`src/hdl/dhpt_pkg.sv`:
```
package dhpt_pkg;

    localparam int TS_W = 7;
    localparam logic [TS_W-1:0] TS_RESET = 7'd64;

    typedef enum logic [2:0] {
        ST_INSERTED = 3'd0,
        ST_REMOVED  = 3'd1,
        ST_FULL     = 3'd2,
        ST_EMPTY    = 3'd3,
        ST_NO_FREE  = 3'd4,
        ST_ABSENT   = 3'd5
    } status_t;

    typedef enum logic {
        ACT_INSERT = 1'b0,
        ACT_REMOVE = 1'b1
    } action_t;

endpackage

```
`src/hdl/dhpt_ram.sv`:
```
module dhpt_ram #(
    parameter int WIDTH = 48,
    parameter int DEPTH = 64
) (
    input  logic                     clk,
    input  logic                     we,
    input  logic [$clog2(DEPTH)-1:0] addr,
    input  logic [WIDTH-1:0]         wdata,
    output logic [WIDTH-1:0]         rdata
);

    logic [WIDTH-1:0] mem_reg [DEPTH];

    always_ff @(posedge clk)
    begin
        if (we)
        begin
            mem_reg[addr] <= wdata;
        end
        rdata <= mem_reg[addr];
    end

endmodule

```
`src/hdl/dhpt_front.sv`:
```
module dhpt_front #(
    parameter int SLOTS      = 64,
    parameter int COORD_BITS = 16
) (
    input  logic                             clk,
    input  logic                             rst_n,
    input  logic                             push,
    output logic                             full,
    input  logic                             action,
    input  logic signed [COORD_BITS-1:0]     coord_a,
    input  logic signed [COORD_BITS-1:0]     coord_b,
    input  logic signed [COORD_BITS-1:0]     coord_c,
    input  logic [$clog2(SLOTS+1)-1:0]       ets,
    output logic                             q_push,
    input  logic                             q_full,
    output logic [1+3*COORD_BITS+2*$clog2(SLOTS)-1:0] q_data
);
    import dhpt_pkg::*;

    localparam int CW     = COORD_BITS;
    localparam int SLOT_W = $clog2(SLOTS);
    localparam int H1_W   = CW + 2;
    localparam int SQ_W   = 2*CW + 2;
    localparam int RT_W   = CW + 1;
    localparam int T3_W   = 2*RT_W + 2;
    localparam int STEP_W = $clog2(SQ_W+1);

    typedef enum logic [4:0] {
        F_IDLE   = 5'b00001,
        F_SQUARE = 5'b00010,
        F_ROOT   = 5'b00100,
        F_MOD    = 5'b01000,
        F_SEND   = 5'b10000
    } fstate_t;

    fstate_t                state_reg, state_next;
    logic [STEP_W-1:0]      step_reg, step_next;
    logic                   act_reg;
    logic [CW-1:0]          a_reg, b_reg, c_reg;
    logic [H1_W-1:0]        h1_reg, h1_next;
    logic [H1_W-1:0]        h2_reg, h2_next;
    logic [SQ_W-1:0]        x_reg, x_next;
    logic [RT_W-1:0]        root_reg, root_next;
    logic [RT_W-1:0]        bit_reg, bit_next;
    logic [SLOT_W-1:0]      m1_reg, m1_next, m2_reg, m2_next;

    logic signed [CW-1:0]   sq_op;
    logic signed [2*CW-1:0] sq_prod;
    logic signed [H1_W-1:0] sum;
    logic [RT_W-1:0]        root_try;
    logic [2*RT_W-1:0]      root_sq;
    logic [T3_W-1:0]        root_sq3;
    logic [SLOT_W:0]        mr1, mr2, ets_x;

    assign full  = (state_reg != F_IDLE);
    assign ets_x = (SLOT_W+1)'(ets);

    // The root is the largest value whose square, taken three times, does not exceed the
    // sum of squares; it is built one bit at a time from the top.
    always_comb
    begin
        case (step_reg[1:0])
            2'd0:    sq_op = $signed(a_reg);
            2'd1:    sq_op = $signed(b_reg);
            default: sq_op = $signed(c_reg);
        endcase
        sq_prod  = sq_op * sq_op;
        sum      = H1_W'(coord_a) + H1_W'(coord_b) + H1_W'(coord_c);
        root_try = root_reg | bit_reg;
        root_sq  = root_try * root_try;
        root_sq3 = T3_W'({root_sq, 1'b0}) + T3_W'(root_sq);
        mr1 = {m1_reg, h1_reg[H1_W-1]};
        mr2 = {m2_reg, h2_reg[H1_W-1]};
    end

    always_comb
    begin
        state_next = state_reg;
        step_next  = step_reg;
        h1_next    = h1_reg;
        h2_next    = h2_reg;
        x_next     = x_reg;
        root_next  = root_reg;
        bit_next   = bit_reg;
        m1_next    = m1_reg;
        m2_next    = m2_reg;
        q_push     = 1'b0;
        case (state_reg)
            F_IDLE:
            begin
                if (push)
                begin
                    h1_next    = sum[H1_W-1] ? H1_W'(-sum) : H1_W'(sum);
                    x_next     = '0;
                    step_next  = '0;
                    state_next = F_SQUARE;
                end
            end
            F_SQUARE:
            begin
                x_next = x_reg + SQ_W'($unsigned(sq_prod));
                if (step_reg == STEP_W'(2))
                begin
                    step_next  = '0;
                    root_next  = '0;
                    bit_next   = {1'b1, {(RT_W-1){1'b0}}};
                    state_next = F_ROOT;
                end
                else
                begin
                    step_next = step_reg + STEP_W'(1);
                end
            end
            F_ROOT:
            begin
                if (root_sq3 <= T3_W'(x_reg))
                begin
                    root_next = root_try;
                end
                bit_next = bit_reg >> 1;
                if (bit_reg[0])
                begin
                    step_next  = '0;
                    h2_next    = H1_W'(root_next);
                    m1_next    = '0;
                    m2_next    = '0;
                    state_next = F_MOD;
                end
            end
            F_MOD:
            begin
                h1_next = {h1_reg[H1_W-2:0], 1'b0};
                h2_next = {h2_reg[H1_W-2:0], 1'b0};
                m1_next = (mr1 >= ets_x) ? SLOT_W'(mr1 - ets_x) : SLOT_W'(mr1);
                m2_next = (mr2 >= ets_x) ? SLOT_W'(mr2 - ets_x) : SLOT_W'(mr2);
                if (step_reg == STEP_W'(H1_W-1))
                begin
                    state_next = F_SEND;
                end
                else
                begin
                    step_next = step_reg + STEP_W'(1);
                end
            end
            F_SEND:
            begin
                if (!q_full)
                begin
                    q_push     = 1'b1;
                    state_next = F_IDLE;
                end
            end
            default:
            begin
                state_next = F_IDLE;
            end
        endcase
    end

    assign q_data = {act_reg, a_reg, b_reg, c_reg, m1_reg, m2_reg};

    always_ff @(posedge clk or negedge rst_n)
    begin
        if (!rst_n)
        begin
            state_reg <= F_IDLE;
        end
        else
        begin
            state_reg <= state_next;
        end
    end

    always_ff @(posedge clk)
    begin
        if (state_reg == F_IDLE && push)
        begin
            act_reg <= action;
            a_reg   <= coord_a;
            b_reg   <= coord_b;
            c_reg   <= coord_c;
        end
        step_reg <= step_next;
        h1_reg   <= h1_next;
        h2_reg   <= h2_next;
        x_reg    <= x_next;
        root_reg <= root_next;
        bit_reg  <= bit_next;
        m1_reg   <= m1_next;
        m2_reg   <= m2_next;
    end

endmodule

```
`src/hdl/dhpt_queue.sv`:
```
module dhpt_queue #(
    parameter int WIDTH = 8
) (
    input  logic             clk,
    input  logic             rst_n,
    input  logic             wr,
    output logic             q_full,
    input  logic [WIDTH-1:0] wdata,
    input  logic             rd,
    output logic             q_valid,
    output logic [WIDTH-1:0] rdata
);

    logic [WIDTH-1:0] data_reg [2];
    logic             wp_reg, rp_reg;
    logic [1:0]       cnt_reg;

    assign q_full  = (cnt_reg == 2'd2);
    assign q_valid = (cnt_reg != 2'd0);
    assign rdata   = data_reg[rp_reg];

    always_ff @(posedge clk or negedge rst_n)
    begin
        if (!rst_n)
        begin
            wp_reg  <= 1'b0;
            rp_reg  <= 1'b0;
            cnt_reg <= 2'd0;
        end
        else
        begin
            if (wr)
            begin
                wp_reg <= ~wp_reg;
            end
            if (rd)
            begin
                rp_reg <= ~rp_reg;
            end
            if (wr && !rd)
            begin
                cnt_reg <= cnt_reg + 2'd1;
            end
            else if (rd && !wr)
            begin
                cnt_reg <= cnt_reg - 2'd1;
            end
        end
    end

    always_ff @(posedge clk)
    begin
        if (wr)
        begin
            data_reg[wp_reg] <= wdata;
        end
    end

endmodule

```
`src/hdl/dhpt_back.sv`:
```
module dhpt_back #(
    parameter int SLOTS      = 64,
    parameter int COORD_BITS = 16
) (
    input  logic                             clk,
    input  logic                             rst_n,
    input  logic                             q_valid,
    output logic                             q_pop,
    input  logic [1+3*COORD_BITS+2*$clog2(SLOTS)-1:0] q_data,
    input  logic [$clog2(SLOTS+1)-1:0]       ets,
    output logic                             empty,
    input  logic                             pop,
    output dhpt_pkg::status_t                status,
    output logic [$clog2(SLOTS)-1:0]         slot,
    output logic [$clog2(SLOTS+1)-1:0]       count_after
);
    import dhpt_pkg::*;

    localparam int SLOT_W = $clog2(SLOTS);
    localparam int CNT_W  = $clog2(SLOTS+1);
    localparam int KEY_W  = 3*COORD_BITS;

    typedef enum logic [3:0] {
        B_IDLE  = 4'b0001,
        B_PROBE = 4'b0010,
        B_CMP   = 4'b0100,
        B_REPLY = 4'b1000
    } bstate_t;

    bstate_t            state_reg, state_next;
    logic [SLOTS-1:0]   occ_reg, occ_next;
    logic [CNT_W-1:0]   count_reg, count_next;
    logic [CNT_W-1:0]   probe_reg, probe_next;
    logic [SLOT_W-1:0]  p_reg, p_next;
    logic [SLOT_W-1:0]  h2_reg, h2_next;
    logic               act_reg, act_next;
    logic [KEY_W-1:0]   key_reg, key_next;
    status_t            st_reg, st_next;
    logic [SLOT_W-1:0]  rslot_reg, rslot_next;
    logic               res_valid_reg;
    status_t            res_status_reg;
    logic [SLOT_W-1:0]  res_slot_reg;
    logic [CNT_W-1:0]   res_count_reg;

    logic               ram_we;
    logic [KEY_W-1:0]   ram_rdata;
    logic [SLOT_W:0]    step_sum, first_sum, ets_x;
    logic [SLOT_W-1:0]  p_step, p_first;
    logic               q_act;
    logic [KEY_W-1:0]   q_key;
    logic [SLOT_W-1:0]  q_h1, q_h2;
    logic               can_reply;

    dhpt_ram #(
        .WIDTH (KEY_W),
        .DEPTH (SLOTS)
    ) u_keys (
        .clk   (clk),
        .we    (ram_we),
        .addr  (p_reg),
        .wdata (key_reg),
        .rdata (ram_rdata)
    );

    assign {q_act, q_key, q_h1, q_h2} = q_data;
    assign ets_x     = (SLOT_W+1)'(ets);
    assign step_sum  = (SLOT_W+1)'(p_reg) + (SLOT_W+1)'(h2_reg);
    assign p_step    = (step_sum >= ets_x) ? SLOT_W'(step_sum - ets_x) : SLOT_W'(step_sum);
    assign first_sum = (SLOT_W+1)'(q_h1) + (SLOT_W+1)'(q_h2);
    assign p_first   = (first_sum >= ets_x) ? SLOT_W'(first_sum - ets_x)
                                            : SLOT_W'(first_sum);
    assign can_reply = !res_valid_reg || pop;

    always_comb
    begin
        state_next = state_reg;
        occ_next   = occ_reg;
        count_next = count_reg;
        probe_next = probe_reg;
        p_next     = p_reg;
        h2_next    = h2_reg;
        act_next   = act_reg;
        key_next   = key_reg;
        st_next    = st_reg;
        rslot_next = rslot_reg;
        q_pop      = 1'b0;
        ram_we     = 1'b0;
        case (state_reg)
            B_IDLE:
            begin
                if (q_valid)
                begin
                    q_pop      = 1'b1;
                    act_next   = q_act;
                    key_next   = q_key;
                    h2_next    = q_h2;
                    p_next     = p_first;
                    probe_next = CNT_W'(1);
                    rslot_next = '0;
                    if (q_act == ACT_INSERT && count_reg >= ets)
                    begin
                        st_next    = ST_FULL;
                        state_next = B_REPLY;
                    end
                    else if (q_act == ACT_REMOVE && count_reg == '0)
                    begin
                        st_next    = ST_EMPTY;
                        state_next = B_REPLY;
                    end
                    else
                    begin
                        state_next = B_PROBE;
                    end
                end
            end
            B_PROBE, B_CMP:
            begin
                if (state_reg == B_PROBE && act_reg == ACT_INSERT && !occ_reg[p_reg])
                begin
                    ram_we          = 1'b1;
                    occ_next[p_reg] = 1'b1;
                    count_next      = count_reg + CNT_W'(1);
                    st_next         = ST_INSERTED;
                    rslot_next      = p_reg;
                    state_next      = B_REPLY;
                end
                else if (state_reg == B_PROBE && act_reg == ACT_REMOVE && occ_reg[p_reg])
                begin
                    state_next = B_CMP;
                end
                else if (state_reg == B_CMP && ram_rdata == key_reg)
                begin
                    occ_next[p_reg] = 1'b0;
                    count_next      = count_reg - CNT_W'(1);
                    st_next         = ST_REMOVED;
                    rslot_next      = p_reg;
                    state_next      = B_REPLY;
                end
                else if (probe_reg == ets)
                begin
                    st_next    = (act_reg == ACT_INSERT) ? ST_NO_FREE : ST_ABSENT;
                    state_next = B_REPLY;
                end
                else
                begin
                    probe_next = probe_reg + CNT_W'(1);
                    p_next     = p_step;
                    state_next = B_PROBE;
                end
            end
            B_REPLY:
            begin
                if (can_reply)
                begin
                    state_next = B_IDLE;
                end
            end
            default:
            begin
                state_next = B_IDLE;
            end
        endcase
    end

    assign empty       = !res_valid_reg;
    assign status      = res_status_reg;
    assign slot        = res_slot_reg;
    assign count_after = res_count_reg;

    always_ff @(posedge clk or negedge rst_n)
    begin
        if (!rst_n)
        begin
            state_reg     <= B_IDLE;
            occ_reg       <= '0;
            count_reg     <= '0;
            res_valid_reg <= 1'b0;
        end
        else
        begin
            state_reg <= state_next;
            occ_reg   <= occ_next;
            count_reg <= count_next;
            if (state_reg == B_REPLY && can_reply)
            begin
                res_valid_reg <= 1'b1;
            end
            else if (pop)
            begin
                res_valid_reg <= 1'b0;
            end
        end
    end

    always_ff @(posedge clk)
    begin
        probe_reg <= probe_next;
        p_reg     <= p_next;
        h2_reg    <= h2_next;
        act_reg   <= act_next;
        key_reg   <= key_next;
        st_reg    <= st_next;
        rslot_reg <= rslot_next;
        if (state_reg == B_REPLY && can_reply)
        begin
            res_status_reg <= st_reg;
            res_slot_reg   <= rslot_reg;
            res_count_reg  <= count_reg;
        end
    end

endmodule

```
`src/hdl/double_hash_point_table_unit.sv`:
```
// Open-addressing table of three-dimensional points with double hashing. Each request passes
// through the hash unit (three squares on one multiplier, a square root built one bit per
// cycle by testing three times the square of each trial value against the sum of squares,
// and a bit-serial reduction by the table size), then through the prober, which takes the
// request, spends one probe step per probe for an insert and adds a compare step for an
// occupied slot on a remove, as the key memory has a single port with a registered read,
// and then hands over the result; a two-entry queue lets the hash unit work on the next
// request while the prober is busy. The result stays on the output until popped, and
// table_size may only be written while the block is idle.
module double_hash_point_table_unit #(
    parameter int SLOTS      = 64,
    parameter int COORD_BITS = 16
) (
    input  logic                         clk,
    input  logic                         rst_n,
    input  logic                         psel,
    input  logic                         penable,
    input  logic                         pwrite,
    input  logic [2:0]                   paddr,
    input  logic [31:0]                  pwdata,
    output logic [31:0]                  prdata,
    output logic                         pready,
    input  logic                         push,
    output logic                         full,
    input  logic                         action,
    input  logic signed [COORD_BITS-1:0] coord_a,
    input  logic signed [COORD_BITS-1:0] coord_b,
    input  logic signed [COORD_BITS-1:0] coord_c,
    output logic                         empty,
    input  logic                         pop,
    output dhpt_pkg::status_t            status,
    output logic [$clog2(SLOTS)-1:0]     slot,
    output logic [$clog2(SLOTS+1)-1:0]   count_after
);
    import dhpt_pkg::*;

    localparam int SLOT_W = $clog2(SLOTS);
    localparam int CNT_W  = $clog2(SLOTS+1);
    localparam int QW     = 1 + 3*COORD_BITS + 2*SLOT_W;
    localparam int EW     = CNT_W + TS_W;

    logic [TS_W-1:0]  ts_reg;
    logic [CNT_W-1:0] ets;
    logic [EW-1:0]    ts_wide;
    logic             q_push, q_full, q_pop, q_valid;
    logic [QW-1:0]    q_wdata, q_rdata;

    assign pready  = 1'b1;
    assign prdata  = (paddr[2] == 1'b0) ? 32'(ts_reg) : 32'd0;
    assign ts_wide = EW'(ts_reg);

    always_comb
    begin
        if (ts_reg == '0)
        begin
            ets = CNT_W'(1);
        end
        else if (ts_wide > EW'(SLOTS))
        begin
            ets = CNT_W'(SLOTS);
        end
        else
        begin
            ets = CNT_W'(ts_wide);
        end
    end

    always_ff @(posedge clk or negedge rst_n)
    begin
        if (!rst_n)
        begin
            ts_reg <= TS_RESET;
        end
        else if (psel && penable && pwrite && pready && paddr[2] == 1'b0)
        begin
            ts_reg <= pwdata[TS_W-1:0];
        end
    end

    dhpt_front #(
        .SLOTS      (SLOTS),
        .COORD_BITS (COORD_BITS)
    ) u_front (
        .clk     (clk),
        .rst_n   (rst_n),
        .push    (push),
        .full    (full),
        .action  (action),
        .coord_a (coord_a),
        .coord_b (coord_b),
        .coord_c (coord_c),
        .ets     (ets),
        .q_push  (q_push),
        .q_full  (q_full),
        .q_data  (q_wdata)
    );

    dhpt_queue #(
        .WIDTH (QW)
    ) u_queue (
        .clk     (clk),
        .rst_n   (rst_n),
        .wr      (q_push),
        .q_full  (q_full),
        .wdata   (q_wdata),
        .rd      (q_pop),
        .q_valid (q_valid),
        .rdata   (q_rdata)
    );

    dhpt_back #(
        .SLOTS      (SLOTS),
        .COORD_BITS (COORD_BITS)
    ) u_back (
        .clk         (clk),
        .rst_n       (rst_n),
        .q_valid     (q_valid),
        .q_pop       (q_pop),
        .q_data      (q_rdata),
        .ets         (ets),
        .empty       (empty),
        .pop         (pop),
        .status      (status),
        .slot        (slot),
        .count_after (count_after)
    );

endmodule

```
`config.mk`:
```
export PLATFORM = sky130hd
export DESIGN_NAME = double_hash_point_table_unit
export DESIGN_NICKNAME = d
export VERILOG_FILES = /design/src/hdl/dhpt_pkg.sv /design/src/hdl/dhpt_ram.sv /design/src/hdl/dhpt_front.sv /design/src/hdl/dhpt_queue.sv /design/src/hdl/dhpt_back.sv /design/src/hdl/double_hash_point_table_unit.sv
export SDC_FILE = /design/constraint.sdc
export NUM_CORES = 2
export LEC_CHECK = 0
export ABC_AREA = 1
export BUFFER_PORTS_ARGS = -buffer_cell sky130_fd_sc_hd__buf_2
export CORE_MARGIN = 1
export CORE_UTILIZATION = 45
export CTS_BUF_LIST = sky130_fd_sc_hd__clkbuf_8
export DETAILED_ROUTE_END_ITERATION = 16
export HOLD_SLACK_MARGIN = 0.12
export SYNTH_ARGS = -nofsm -noshare
export SYNTH_HDL_FRONTEND = slang
export SYNTH_SLANG_ARGS = --single-unit
```
`constraint.sdc`:
```
create_clock -name clk -period 16.4 [get_ports clk]
set_input_delay 3.28 -clock clk [delete_from_list [all_inputs] [get_ports clk]]
set_output_delay 3.28 -clock clk [all_outputs]
set_load 0.02 [all_outputs]
```
==> metrics.log <==
INFO  metric area_of_the_multi_input_gates = 0.0451 mm2
INFO  metric growth_of_design_area_from_synthesis_to_finish = 10.9%
INFO  metric worst_clock_skew = 150 ps
INFO  metric post_drt_wl_per_cell = 27.4 um
INFO  metric vias_per_instance = 5.77
INFO  metric yosysUniqueCellTypes = 63
INFO  metric crit-reg2reg-launch = u_front.bit_reg[7]$_SDFFCE_PN0P_
INFO  metric final_min_period_over_clock_period = 0.688
INFO  metric fill_cells = 29.9k
INFO  metric route.detailed.drc = 0
INFO  metric syn_area_per_cell = around 13 um2
INFO  metric cts_buffer_depth = 4
INFO  metric ios = 142
INFO  metric synthesis.instances = 12.2k
INFO  metric synthArstFlopShare = 0.0256
INFO  metric synth_seq_cells = about 3.6k
INFO  metric placeableCoreArea = 0.350 mm2
INFO  metric routabilityCongestion = 0.886
INFO  metric critPathLaunchType = register
INFO  metric grt_start_max_net_pins = 120
INFO  metric tritoncts = built
INFO  metric layout-drive-gt1-share = 0.0923
INFO  metric share_of_the_yosys_chip_area_belonging_to_registers = 0.675
INFO  metric worstSetupPathType = register to register
INFO  metric endpoint_type_of_the_worst_setup_path = register
INFO  metric critPathCapture = u_front.h2_reg[5]$_DFFE_PP_
INFO  metric tmin_final = approximately 11,000 ps
INFO  metric yosys.area.top_type = edfxtp_1
INFO  metric cts.sink_count = 3,598
INFO  metric netlist_top_cells_area = edfxtp_1 (65%), nand2_1 (6.3%), fa_1 (5.7%)
INFO  metric setup_tns = 0 ps
INFO  metric unrepaired_setup_endpoints_after_global_routing = false
INFO  metric relative_slew_margins = 0.122
INFO  metric final_number_of_hold_violating_endpoints = 0
INFO  metric run_status = finished clean
INFO  metric fmaxAchievable = 0.0887 GHz
INFO  metric placement_rows = roughly 220
INFO  metric worstSetupStartpoint = u_front.bit_reg[7]$_SDFFCE_PN0P_
INFO  metric tightest_slew = 1320 ps
INFO  metric cp_data_required_time = 17,250 ps
INFO  metric final_setup_fails = 0
INFO  metric first_pass_grt_wire_length = just under 700 mm
INFO  metric chipWidth = 596 um
INFO  metric tritoncts.num_buffers = 583
INFO  metric reg_to_reg_endpoint = u_front.h2_reg[5]$_DFFE_PP_
INFO  metric initial_core_util = 0.453
INFO  metric ys.warnings.count = 0
INFO  metric synth_edf_count = 3,458
INFO  metric critical_path_peak_fanout = 17
INFO  metric ctsHtreeMaxLevel = 6
INFO  metric hold_path_class = register to register
INFO  metric design.die.area = 0.355 mm2
INFO  metric slowest_stage = nand3_1
INFO  metric most_used_cell_cp = nand2_1
INFO  metric overflow = 0
INFO  metric antenna_found_initial = 15
INFO  metric final_antenna_net_count = 0
INFO  metric r2r_cells = 48
INFO  metric drt_pre_antenna_iters = 8
INFO  metric synthesis.area = 0.159 mm2
INFO  metric crit_arrival = 12,130 ps
INFO  metric netlist.area_leader.share = 0.654
INFO  metric postCtsSetupBuffers = 0
INFO  metric drt-total-wl = 484 mm
INFO  metric worst_path_largest_cell_delay = 830 ps
INFO  metric final_core_utilization = 0.503
INFO  metric chipHeight = about 600 um
INFO  metric nets = 13.5k
INFO  metric ys_dominant_reg_cell = edfxtp_1
INFO  metric hold_buffers = 0
INFO  metric seqCellArea = ~0.11 mm2
INFO  metric worst-r2r-setup-slack = a little over 5000 ps
INFO  metric port_buffers = 88
INFO  metric drt_iter0_markers = 12.3k
INFO  metric dp_hpwl = 274 mm
INFO  metric number_of_global_route_vias_before_repair = 102k
INFO  metric report.final.slew_viol_count = 0
INFO  metric max_cap_violations = 0
INFO  metric clk_pin_slew_worst_paths = 60 ps
INFO  metric global_route.usage.total = 0.268
INFO  metric route.vias.total = 102k
INFO  metric cts_root_buf = clkbuf_8
INFO  metric post_cts_resized = 0
INFO  metric flip_flop_count_of_the_largest_register_after_layout = 3,072
INFO  metric clkLatencyLatePin = around 1200 ps
[cells in the mapped netlist, drive strengths merged, types with 251 or more instances]
cell    number
inv       1257
a21oi      333
o21ai      399
nand2     2668
fa         454
nor2       522
edfxtp    3458
buf        251
ha         364
clkbuf     284
nand3      258
a22oi      387
nand4      379
a221oi     347
[how the worst min path moves through the flow]
stage                                                  from                          to  slack, ps  depth (start not counted)
after global placement           u_back.st_reg[1]$_DFFE_PP_  u_back.status[1]$_DFFE_PP_        410                          0
after floorplan           u_back.rslot_reg[0]$_SDFFCE_PP0P_    u_back.slot[0]$_DFFE_PP_        400                          0
after CTS                 u_back.rslot_reg[3]$_SDFFCE_PP0P_    u_back.slot[3]$_DFFE_PP_        430                          0
after global routing             u_back.st_reg[0]$_DFFE_PP_  u_back.status[0]$_DFFE_PP_        440                          0
final                     u_back.rslot_reg[3]$_SDFFCE_PP0P_    u_back.slot[3]$_DFFE_PP_        430                          0
after detailed placement  u_back.rslot_reg[3]$_SDFFCE_PP0P_    u_back.slot[3]$_DFFE_PP_        420                          0
[per-layer routing]
layer  track usage  routed length [um]  share of wire
met5             0                  17       0.000035
met4         0.109               20700          0.043
met3        0.0427               43800          0.091
met2         0.442              230000           0.48
met1         0.353              189000           0.39
[layout make-up]
cell class              count  share of cell area
diodes                     12            0.000170
clock buffers             620              0.0484
clock inverters           436              0.0132
inverters                1266              0.0273
multi-input cells        6820               0.256
flip-flops and latches   3598               0.608
well taps                4599              0.0327
repair buffers            344              0.0139
[critical path: cells and delay by family (launching register included)]
kind	cells	cell delay (ps)
adders and majority gates	9	4070
AOI/OAI and AO/OA	4	1050
and+or+nand+nor	26	4160
buffers and inverters	7	990
DFF	1	390
xor gates and xnor gates	2	320
[layout by cell type (no fill, tap or decap), drive strengths merged, types with 35 or more instances in the layout]
| master | count |
|---|---|
| a22oi | 387 |
| ha | 364 |
| a21oi | 333 |
| nand4 | 379 |
| xor2 | 108 |
| xnor2 | 85 |
| nor3 | 40 |
| fa | 454 |
| a22o | 161 |
| buf | 344 |
| o2bb2ai | 36 |
| nor2 | 522 |
| o21ai | 399 |
| dfxtp | 48 |
| or2 | 35 |
| clkinv | 169 |
| inv | 1508 |
| nand2 | 2668 |
| a221oi | 347 |
| nand3 | 258 |
| edfxtp | 3458 |
| dfrtp | 89 |
| clkbuf | 620 |
[logic make-up after synthesis]
family                     share of synthesized area
and+or+nand+nor                                0.104
DFF                                            0.675
AOI/OAI and AO/OA                             0.0794
buffers and inverters                         0.0450
adders and majority gates                     0.0859
xor gates and xnor gates                      0.0106
other                                      0.0000473
[through the flow]
stage	setup slack, ps	area [um2]	hold slack (ps)	std cells
6_report	5120	176000	430	17700
5_1_grt	4150	176000	440	17700
4_1_cts	5090	176000	433	17700
3_5_place_dp	5180	165000	420	16600
3_3_place_gp	5050	165000	410	16600
2_1_floorplan	7410	159000	400	12200
Power is left out: the tool's default activity adds up to more than one toggle a clock period on the data nets, which glitch-free logic cannot reach.
